[src/hw/rtl/shl_pkg.sv]
package shl_pkg;

    localparam int TOKEN_CAP_DEF = 64;
    localparam int SD_CAP_DEF    = 256;
    localparam int MSG_CAP_DEF   = 1024;

    localparam int CNT_W = 12;
    localparam int CAP_W = 13;
    localparam logic [CNT_W-1:0] CNT_MAX = '1;
    localparam logic [CNT_W-1:0] NUM_CHARS = 12'd7;
    localparam logic [CAP_W-1:0] NUM_CAP_M1 = 13'd7;

    localparam logic [7:0] CH_LT   = 8'h3C;
    localparam logic [7:0] CH_GT   = 8'h3E;
    localparam logic [7:0] CH_LBR  = 8'h5B;
    localparam logic [7:0] CH_RBR  = 8'h5D;
    localparam logic [7:0] CH_SP   = 8'h20;
    localparam logic [7:0] CH_DASH = 8'h2D;
    localparam logic [7:0] CH_PLUS = 8'h2B;
    localparam logic [7:0] CH_ZERO = 8'h30;
    localparam logic [7:0] CH_NINE = 8'h39;
    localparam logic [7:0] CH_TAB  = 8'h09;
    localparam logic [7:0] CH_CR   = 8'h0D;

    localparam logic [3:0] FC_PRI   = 4'd0;
    localparam logic [3:0] FC_VER   = 4'd1;
    localparam logic [3:0] FC_TS    = 4'd2;
    localparam logic [3:0] FC_SD    = 4'd7;
    localparam logic [3:0] FC_MSG   = 4'd8;
    localparam logic [3:0] FC_DELIM = 4'd9;

    localparam logic [2:0] ST_OK        = 3'd0;
    localparam logic [2:0] ST_NO_LT     = 3'd1;
    localparam logic [2:0] ST_NO_GT     = 3'd2;
    localparam logic [2:0] ST_PRI_RANGE = 3'd3;
    localparam logic [2:0] ST_TOKEN     = 3'd4;

    localparam logic [1:0] NUM_LEAD  = 2'd0;
    localparam logic [1:0] NUM_SIGN  = 2'd1;
    localparam logic [1:0] NUM_DIGIT = 2'd2;
    localparam logic [1:0] NUM_END   = 2'd3;

    localparam logic [2:0] LAST_TOKEN = 3'd4;
    localparam int SD_NIL_BIT = 5;

    typedef enum logic [3:0] {
        PH_START,
        PH_PRI,
        PH_VER,
        PH_TOK,
        PH_SDSTART,
        PH_SDTOK,
        PH_SDBRK,
        PH_MSG,
        PH_DISCARD
    } t_phase;

    typedef struct packed {
        logic [3:0]       field_code;
        logic [7:0]       byte_out;
        logic             keep;
        logic [CNT_W-1:0] char_index;
        logic             done_res;
        logic [2:0]       status;
        logic [4:0]       facility;
        logic [2:0]       severity;
        logic [7:0]       version;
        logic [5:0]       nil_mask;
    } t_result;

    // dash && min(count, cap-1) == 1
    function automatic logic nil_hit(input logic dash, input logic [CNT_W-1:0] cnt,
                                     input logic [CAP_W-1:0] cap_m1);
        logic [CAP_W-1:0] c;
        logic [CAP_W-1:0] kept;
        c    = {1'b0, cnt};
        kept = (c < cap_m1) ? c : cap_m1;
        return dash && (kept == 13'd1);
    endfunction

endpackage

[src/hw/rtl/shl_in_stage.sv]
module shl_in_stage import shl_pkg::*; (
    input  logic       i_clk,
    input  logic       i_rst_n,
    input  logic       i_valid,
    input  logic [7:0] i_data_byte,
    input  logic       i_last_byte,
    input  logic       i_advance,
    output logic       o_stall,
    output logic       o_full,
    output logic [7:0] o_data_byte,
    output logic       o_last_byte
);

    logic       r_full;
    logic [7:0] r_byte;
    logic       r_last;
    logic       load;

    assign o_stall = r_full && !i_advance;
    assign load    = i_valid && !o_stall;

    always_ff @(posedge i_clk) begin
        if (!i_rst_n) begin
            r_full <= 1'b0;
        end else if (load) begin
            r_full <= 1'b1;
        end else if (i_advance) begin
            r_full <= 1'b0;
        end
    end

    always_ff @(posedge i_clk) begin
        if (load) begin
            r_byte <= i_data_byte;
            r_last <= i_last_byte;
        end
    end

    assign o_full      = r_full;
    assign o_data_byte = r_byte;
    assign o_last_byte = r_last;

endmodule

[src/hw/rtl/shl_parser.sv]
module shl_parser import shl_pkg::*; #(
    parameter int TOKEN_CAP = TOKEN_CAP_DEF,
    parameter int SD_CAP    = SD_CAP_DEF,
    parameter int MSG_CAP   = MSG_CAP_DEF
) (
    input  logic       i_clk,
    input  logic       i_rst_n,
    input  logic       i_advance,
    input  logic [7:0] i_data_byte,
    input  logic       i_last_byte,
    output t_result    o_result
);

    localparam logic [CAP_W-1:0] TOK_CAP_M1 = CAP_W'(TOKEN_CAP - 1);
    localparam logic [CAP_W-1:0] SD_CAP_M1  = CAP_W'(SD_CAP - 1);
    localparam logic [CAP_W-1:0] MSG_CAP_M1 = CAP_W'(MSG_CAP - 1);

    t_phase           r_phase, n_phase;
    logic [CNT_W-1:0] r_fc, n_fc;
    logic [7:0]       r_pri, n_pri;
    logic [1:0]       r_psd, n_psd;
    logic             r_neg, n_neg;
    logic [7:0]       r_ver, n_ver;
    logic             r_in_brk, n_in_brk;
    logic [2:0]       r_err, n_err;
    logic [5:0]       r_nil, n_nil;
    logic             r_dash, n_dash;
    logic [2:0]       r_tok, n_tok;

    logic             pc_en;
    logic [3:0]       pc_code;
    logic [CAP_W-1:0] pc_cap_m1;
    logic             nf_en;
    logic             nf_pri;
    logic             is_digit;
    logic [3:0]       digit;
    logic [10:0]      pri_acc;
    logic [2:0]       seen;
    logic [7:0]       b;
    t_result          res;

    assign b        = i_data_byte;
    assign is_digit = (b >= CH_ZERO) && (b <= CH_NINE);
    assign digit    = 4'(b - CH_ZERO);

    always_comb begin
        n_phase  = r_phase;
        n_fc     = r_fc;
        n_pri    = r_pri;
        n_psd    = r_psd;
        n_neg    = r_neg;
        n_ver    = r_ver;
        n_in_brk = r_in_brk;
        n_err    = r_err;
        n_nil    = r_nil;
        n_dash   = r_dash;
        n_tok    = r_tok;
        pc_en     = 1'b0;
        pc_code   = FC_DELIM;
        pc_cap_m1 = NUM_CAP_M1;
        nf_en     = 1'b0;
        nf_pri    = 1'b0;
        pri_acc   = '0;
        seen      = '0;
        res       = '0;
        res.field_code = FC_DELIM;
        res.byte_out   = b;
        res.done_res   = i_last_byte;

        case (r_phase)
            PH_START: begin
                if (b == CH_LT) begin
                    n_phase = PH_PRI;
                    n_fc    = '0;
                    n_psd   = NUM_LEAD;
                    n_neg   = 1'b0;
                end else begin
                    n_err   = ST_NO_LT;
                    n_phase = PH_DISCARD;
                end
            end
            PH_PRI: begin
                if (b == CH_GT) begin
                    if (r_neg ? (r_pri != 8'd0) : (r_pri > 8'd191)) begin
                        n_err   = ST_PRI_RANGE;
                        n_phase = PH_DISCARD;
                    end else begin
                        // negative zero counts as zero
                        if (r_neg) begin
                            n_pri = 8'd0;
                        end
                        n_phase = PH_VER;
                        n_fc    = '0;
                        n_psd   = NUM_LEAD;
                        n_neg   = 1'b0;
                    end
                end else if (r_fc < NUM_CHARS) begin
                    nf_en   = 1'b1;
                    nf_pri  = 1'b1;
                    pc_en   = 1'b1;
                    pc_code = FC_PRI;
                end else begin
                    n_err   = ST_NO_GT;
                    n_phase = PH_DISCARD;
                end
            end
            PH_VER: begin
                if (b == CH_SP) begin
                    n_phase = PH_TOK;
                    n_tok   = '0;
                    n_fc    = '0;
                end else if (r_fc < NUM_CHARS) begin
                    nf_en   = 1'b1;
                    pc_en   = 1'b1;
                    pc_code = FC_VER;
                end else begin
                    // overlong version spills into the timestamp
                    n_phase   = PH_TOK;
                    n_tok     = '0;
                    n_fc      = '0;
                    pc_en     = 1'b1;
                    pc_code   = FC_TS;
                    pc_cap_m1 = TOK_CAP_M1;
                end
            end
            PH_TOK: begin
                if (b == CH_SP) begin
                    if (r_fc == '0) begin
                        n_err   = ST_TOKEN;
                        n_phase = PH_DISCARD;
                    end else begin
                        if (nil_hit(r_dash, r_fc, TOK_CAP_M1)) begin
                            n_nil[r_tok] = 1'b1;
                        end
                        if (r_tok >= LAST_TOKEN) begin
                            n_phase = PH_SDSTART;
                        end else begin
                            n_tok = r_tok + 3'd1;
                        end
                        n_fc = '0;
                    end
                end else begin
                    pc_en     = 1'b1;
                    pc_code   = FC_TS + {1'b0, r_tok};
                    pc_cap_m1 = TOK_CAP_M1;
                end
            end
            PH_SDSTART: begin
                n_fc = '0;
                if (b == CH_LBR) begin
                    n_phase   = PH_SDBRK;
                    n_in_brk  = 1'b1;
                    pc_en     = 1'b1;
                    pc_code   = FC_SD;
                    pc_cap_m1 = SD_CAP_M1;
                end else if (b == CH_SP) begin
                    n_err   = ST_TOKEN;
                    n_phase = PH_DISCARD;
                end else begin
                    n_phase   = PH_SDTOK;
                    pc_en     = 1'b1;
                    pc_code   = FC_SD;
                    pc_cap_m1 = SD_CAP_M1;
                end
            end
            PH_SDTOK: begin
                if (b == CH_SP) begin
                    if (nil_hit(r_dash, r_fc, SD_CAP_M1)) begin
                        n_nil[SD_NIL_BIT] = 1'b1;
                    end
                    n_phase = PH_MSG;
                    n_fc    = '0;
                end else begin
                    pc_en     = 1'b1;
                    pc_code   = FC_SD;
                    pc_cap_m1 = SD_CAP_M1;
                end
            end
            PH_SDBRK: begin
                if (r_in_brk || (b == CH_LBR)) begin
                    pc_en     = 1'b1;
                    pc_code   = FC_SD;
                    pc_cap_m1 = SD_CAP_M1;
                    n_in_brk  = r_in_brk ? (b != CH_RBR) : 1'b1;
                end else if (b == CH_SP) begin
                    n_phase = PH_MSG;
                    n_fc    = '0;
                end else begin
                    n_phase   = PH_MSG;
                    n_fc      = '0;
                    pc_en     = 1'b1;
                    pc_code   = FC_MSG;
                    pc_cap_m1 = MSG_CAP_M1;
                end
            end
            PH_MSG: begin
                pc_en     = 1'b1;
                pc_code   = FC_MSG;
                pc_cap_m1 = MSG_CAP_M1;
            end
            default: begin
            end
        endcase

        // atoi-style number accumulation
        if (nf_en && (r_psd != NUM_END)) begin
            if (is_digit) begin
                if (nf_pri) begin
                    pri_acc = ({3'b0, r_pri} << 3) + ({3'b0, r_pri} << 1) + {7'b0, digit};
                    n_pri   = (pri_acc > 11'd192) ? 8'd192 : pri_acc[7:0];
                end else begin
                    n_ver = (r_ver << 3) + (r_ver << 1) + {4'b0, digit};
                end
                n_psd = NUM_DIGIT;
            end else if ((r_psd == NUM_LEAD) &&
                         ((b == CH_SP) || ((b >= CH_TAB) && (b <= CH_CR)))) begin
                n_psd = NUM_LEAD;
            end else if ((r_psd == NUM_LEAD) && ((b == CH_PLUS) || (b == CH_DASH))) begin
                n_neg = (b == CH_DASH);
                n_psd = NUM_SIGN;
            end else begin
                n_psd = NUM_END;
            end
        end

        // tag the byte and advance the field counter
        if (pc_en) begin
            if (n_fc == '0) begin
                n_dash = (b == CH_DASH);
            end
            res.field_code = pc_code;
            res.char_index = n_fc;
            res.keep       = ({1'b0, n_fc} < pc_cap_m1);
            if (n_fc != CNT_MAX) begin
                n_fc = n_fc + 12'd1;
            end
        end

        if (i_last_byte) begin
            if (n_err == ST_OK) begin
                case (n_phase)
                    PH_PRI: begin
                        n_err = ST_NO_GT;
                    end
                    PH_VER: begin
                        n_err = ST_TOKEN;
                    end
                    PH_TOK: begin
                        seen = n_tok + {2'b0, (n_fc != '0)};
                        if ((n_fc != '0) && nil_hit(n_dash, n_fc, TOK_CAP_M1)) begin
                            n_nil[n_tok] = 1'b1;
                        end
                        if (seen < 3'd5) begin
                            n_err = ST_TOKEN;
                        end
                    end
                    PH_SDTOK: begin
                        if (nil_hit(n_dash, n_fc, SD_CAP_M1)) begin
                            n_nil[SD_NIL_BIT] = 1'b1;
                        end
                    end
                    default: begin
                    end
                endcase
            end
            res.status = n_err;
            if (n_err == ST_OK) begin
                res.facility = n_pri[7:3];
                res.severity = n_pri[2:0];
                res.version  = n_neg ? (8'd0 - n_ver) : n_ver;
                res.nil_mask = n_nil;
            end
        end
    end

    always_ff @(posedge i_clk) begin
        if (!i_rst_n || (i_advance && i_last_byte)) begin
            r_phase  <= PH_START;
            r_fc     <= '0;
            r_pri    <= '0;
            r_psd    <= NUM_LEAD;
            r_neg    <= 1'b0;
            r_ver    <= '0;
            r_in_brk <= 1'b0;
            r_err    <= ST_OK;
            r_nil    <= '0;
            r_dash   <= 1'b0;
            r_tok    <= '0;
        end else if (i_advance) begin
            r_phase  <= n_phase;
            r_fc     <= n_fc;
            r_pri    <= n_pri;
            r_psd    <= n_psd;
            r_neg    <= n_neg;
            r_ver    <= n_ver;
            r_in_brk <= n_in_brk;
            r_err    <= n_err;
            r_nil    <= n_nil;
            r_dash   <= n_dash;
            r_tok    <= n_tok;
        end
    end

    assign o_result = res;

endmodule

[src/hw/rtl/syslog_header_parser_core.sv]
// Syslog header parser: tags each message byte with its field and reports on the last.
// A request passes through the input register, then the result register, before its result is valid.
// Throughput: one byte per cycle while the output is not stalled; the parse state updates in a single step per byte.
// A stalled result is held; the input register still takes the next byte only if it is empty.
// Reset (i_rst_n low, synchronous) empties both registers and returns the parse state
// to waiting for the opening bracket; the parse state alone also returns there after each last byte.
module syslog_header_parser_core import shl_pkg::*; #(
    parameter int TOKEN_CAP = TOKEN_CAP_DEF,
    parameter int SD_CAP    = SD_CAP_DEF,
    parameter int MSG_CAP   = MSG_CAP_DEF
) (
    input  logic        i_clk,
    input  logic        i_rst_n,
    input  logic        i_valid,
    output logic        o_stall,
    input  logic [7:0]  i_data_byte,
    input  logic        i_last_byte,
    output logic        o_valid,
    input  logic        i_stall,
    output logic [3:0]  o_field_code,
    output logic [7:0]  o_byte_out,
    output logic        o_keep,
    output logic [11:0] o_char_index,
    output logic        o_done_res,
    output logic [2:0]  o_status,
    output logic [4:0]  o_facility,
    output logic [2:0]  o_severity,
    output logic [7:0]  o_version,
    output logic [5:0]  o_nil_mask
);

    logic       in_full;
    logic [7:0] in_byte;
    logic       in_last;
    logic       advance;
    t_result    step_res;
    t_result    r_res;
    logic       r_out_valid;

    assign advance = in_full && (!r_out_valid || !i_stall);

    shl_in_stage u_in (
        .i_clk       (i_clk),
        .i_rst_n     (i_rst_n),
        .i_valid     (i_valid),
        .i_data_byte (i_data_byte),
        .i_last_byte (i_last_byte),
        .i_advance   (advance),
        .o_stall     (o_stall),
        .o_full      (in_full),
        .o_data_byte (in_byte),
        .o_last_byte (in_last)
    );

    shl_parser #(
        .TOKEN_CAP (TOKEN_CAP),
        .SD_CAP    (SD_CAP),
        .MSG_CAP   (MSG_CAP)
    ) u_parser (
        .i_clk       (i_clk),
        .i_rst_n     (i_rst_n),
        .i_advance   (advance),
        .i_data_byte (in_byte),
        .i_last_byte (in_last),
        .o_result    (step_res)
    );

    always_ff @(posedge i_clk) begin
        if (!i_rst_n) begin
            r_out_valid <= 1'b0;
        end else if (advance) begin
            r_out_valid <= 1'b1;
        end else if (!i_stall) begin
            r_out_valid <= 1'b0;
        end
    end

    // hold the result while stalled
    always_ff @(posedge i_clk) begin
        if (advance) begin
            r_res <= step_res;
        end
    end

    assign o_valid      = r_out_valid;
    assign o_field_code = r_res.field_code;
    assign o_byte_out   = r_res.byte_out;
    assign o_keep       = r_res.keep;
    assign o_char_index = r_res.char_index;
    assign o_done_res   = r_res.done_res;
    assign o_status     = r_res.status;
    assign o_facility   = r_res.facility;
    assign o_severity   = r_res.severity;
    assign o_version    = r_res.version;
    assign o_nil_mask   = r_res.nil_mask;

endmodule

[config.mk]
export PLATFORM = sky130hd
export DESIGN_NAME = syslog_header_parser_core
export DESIGN_NICKNAME = d
export VERILOG_FILES = /design/src/hw/rtl/shl_pkg.sv /design/src/hw/rtl/shl_in_stage.sv /design/src/hw/rtl/shl_parser.sv /design/src/hw/rtl/syslog_header_parser_core.sv
export SDC_FILE = /design/constraint.sdc
export NUM_CORES = 1
export LEC_CHECK = 0
export BUFFER_PORTS_ARGS = -buffer_cell sky130_fd_sc_hd__buf_2
export CAP_MARGIN = 20
export CORE_MARGIN = 10
export CORE_UTILIZATION = 25
export CTS_CLUSTER_DIAMETER = 150
export DETAILED_ROUTE_END_ITERATION = 16
export SLEW_MARGIN = 10
export SYNTH_ARGS = -nofsm -noshare
export SYNTH_HDL_FRONTEND = slang
export SYNTH_SLANG_ARGS = --single-unit
[constraint.sdc]
create_clock -name i_clk -period 6.22 [get_ports i_clk]
set_clock_uncertainty 0.05 [all_clocks]
set_input_delay 1.244 -clock i_clk [delete_from_list [all_inputs] [get_ports i_clk]]
set_output_delay 1.244 -clock i_clk [all_outputs]
set_load 0.01 [all_outputs]
==> impl_metrics.ini <==
[status]
status = finished, final reports clean

[floorplanning]
start_util_pct = 25.6
core-area_um2 = 28900
rows = 62
die_area_um2 = 36900
pin_count = 66
die_h_um = 192
die_width_um = 192

[synth]
syn-num-nets = 871
ys_warn_count = 0
yosys-top-cells-count = nor2_1, a21oi_1, edfxtp_1, nand2_1, dfxtp_1
synth_edf_count = 60
yosysTopAreaCellShare_pct = 24.4
avgSynthCellArea_um2 = 9.11
async_reset_ff_share_pct = 0
synth_cells = 812
synth_top_area_cell = edfxtp_1
synth.distinct_cells = 86
ys_seq_elements = 111
yosysMostFrequentCell = nor2_1
netlist_area_um2 = 7400
ys_seq_area_share_pct = 38.2
ys.flop_type = edfxtp_1
synth.area.top_cells = edfxtp_1, dfxtp_1, ha_1

[detailed_routing]
vias = 6603
drtIter0Drc = 530
wirelength_um = 21500
viasPerCell = 5.15
drc = 0
ant_nets = 0
firstDrtPassIters = 5
wire_per_inst_um = 16.8

[placed_design]
preCtsSetupSlack_ps = 128
dp_hpwl_um = 16000
gp_routability_congestion = 0.900
placed_area_um2 = 8440
port_buffers = 65
dp_cells = 1266

[finish]
layout.nets = 952
final_area_um2 = 8760
nFillCells = 3048
multi_input_area_um2 = 4320
ff_latch_area_um2 = 2820
syn_to_final_growth_pct = 18.5
antennaDiodeCount = 0
post-route-util_pct = 30.3
layout-drive-gt1-share_pct = 19.8
final-instance-count-excl-fill = 1282

[cts]
cts_resized = 0
cts.sinks = 111
cts_hold_buf = 0
cts_buffers = 9
clockBufferDepth = 2
htree_levels = 3
cts_tree = yes
post_cts_buffers = 0
path_clk_slew_ps = 80
clk_latency_ps = 370
cts-root-buf = clkbuf_16

[timing]
slew_viol_final = 0
clock.fmax_mhz = 167
fin_crit_ps = 6000
final_hold_viol_count = 0
max_slew_margin_pct = 10.8
hold_ws_ps = 425
grt_setup_unrepaired = yes
fin_tns_setup_ps = 0
setup_ws_ps = 221
setup_viol_count_final = 0
period_share_pct = 96.5
tightestPinTransition_ps = 1320

[power_and_ir_drop]
p_leak_nw = 3.29
ir_drop_v = 0.000105
p_per_area_nw_per_um2 = 191
total_power_mw = 1.67

[global_route]
grt_pass1_wl_um = 34600
antenna_found_initial = 0
grt_util_all_layers_pct = 11.7
grt_overflow = 0
grt_pass1_vias = 6362
grt_max_degree = 67

[worst_setup_path]
regToRegSetupSlack_ps = 220
cp.required_ps = 6350
arrival_ps = 6130
crit_chain = or4b_2 > nor3_4 > o41ai_4 > inv_1 > ha_1 > and2_1 > nand3_1 > or3_1 > or3_4 > or4b_1 > a32o_1 > nor3_1 > nand3_1 > ha_1 > ha_1 > o21ai_0 > mux2_2 > o31ai_4 > nand2_4 > o31ai_1
critical_path_depth = 20
setup.worst_path.start = u_parser.r_phase[2]
worstSetupStartpointType = flip-flop
cpMostUsedCell = ha_1
worst_setup_path_end_kind = flip-flop
r2r_start = u_parser.r_phase[2]
r2r-end = o_nil_mask[5]
path_delay_family = simple AND/OR/NAND/NOR gates
cp.buffers_inverters = 1
endpoint = o_nil_mask[5]
reg2reg_depth = 20
critPathSlowestCell = or4b_2
cpPeakStageDelay_ps = 770
cp_max_fo = 11
criticalPathCategory = flip-flop to flip-flop

[flow_run]
maxCapViolations = 0

[hold_path]
hold_class = flip-flop to flip-flop
==> tightest hold or removal path: cells and delay by family, from the launching register on <==
family / cells / cell delay, ps
AOI/OAI and AO/OA: 1 / 40
DFF: 1 / 340
and+or+nand+nor: 1 / 70
==> flip-flops by register name (all words and copies together), names as in the netlist, 4 cells and up <==
signal	cells
o_byte_out	8
o_char_index	12
o_facility	5
o_field_code	4
o_nil_mask	6
o_version	8
u_in.o_data_byte	8
u_parser.r_fc	12
u_parser.r_nil	6
u_parser.r_phase	4
u_parser.r_pri	8
u_parser.r_ver	8
==> power by group <==
group	internal (mW)	switching (mW)	total, mW
clock network	0.288	0.287	0.575
registers	0.799	0.0203	0.819
logic	0.0970	0.183	0.281
total	1.18	0.491	1.67
==> layout make-up <==
cell class | instances | area share, %
clock buffer | 11 | 2.77
clock inverter | 5 | 0.457
inverter | 24 | 1.04
multi-input combinational | 624 | 49.3
sequential | 111 | 32.2
tap | 384 | 5.48
timing repair buffer | 123 | 8.72
==> routing by layer <==
metal	track usage, %	wire [µm]	vias up
met4	4.14	388	0
met1	16.0	10300	3163
li1	-	-	3229
met5	0	0	-
met2	18.1	9700	189
met3	2.29	1110	22
==> kinds of logic after synthesis <==
kind of cell | after synthesis | share of synthesized area (%)
fa+ha+maj | 46 | 8.19
xor+xnor | 24 | 2.84
buf+inv | 77 | 4.45
simple gates | 317 | 23.4
flops | 111 | 38.2
compound gates | 224 | 21.1
mux | 13 | 1.81
==> how the worst min path moves through the flow <==
stage / cells after the start / from / to / slack (ps)
3_5_place_dp: 2 / u_parser.r_nil[2] / u_parser.r_nil[2] / 410
5_1_grt: 2 / u_parser.r_nil[5] / u_parser.r_nil[5] / 460
3_3_place_gp: 2 / u_parser.r_nil[5] / u_parser.r_nil[5] / 400
6_report: 2 / u_parser.r_nil[1] / u_parser.r_nil[1] / 430
2_1_floorplan: 0 / u_in.o_data_byte[0] / o_byte_out[0] / 390
4_1_cts: 2 / u_parser.r_nil[1] / u_parser.r_nil[1] / 430
==> placed cells by master, fill, tap and decap left out, types with 13 or more instances in the layout <==
master	synthesis	final
buf_4	1	57
nor2_1	75	75
a21oi_1	62	62
xnor2_1	16	16
dfxtp_1	51	51
nand2_1	60	58
nand4_1	14	14
buf_2	11	65
a21o_1	15	15
nand3_1	42	42
o21ai_0	36	36
a31oi_1	13	13
edfxtp_1	60	60
and3_1	15	15
inv_1	22	21
and2_1	16	16
a211oi_1	16	16
nor3_1	22	22
ha_1	42	42
Power figures use the tool's default switching activity.
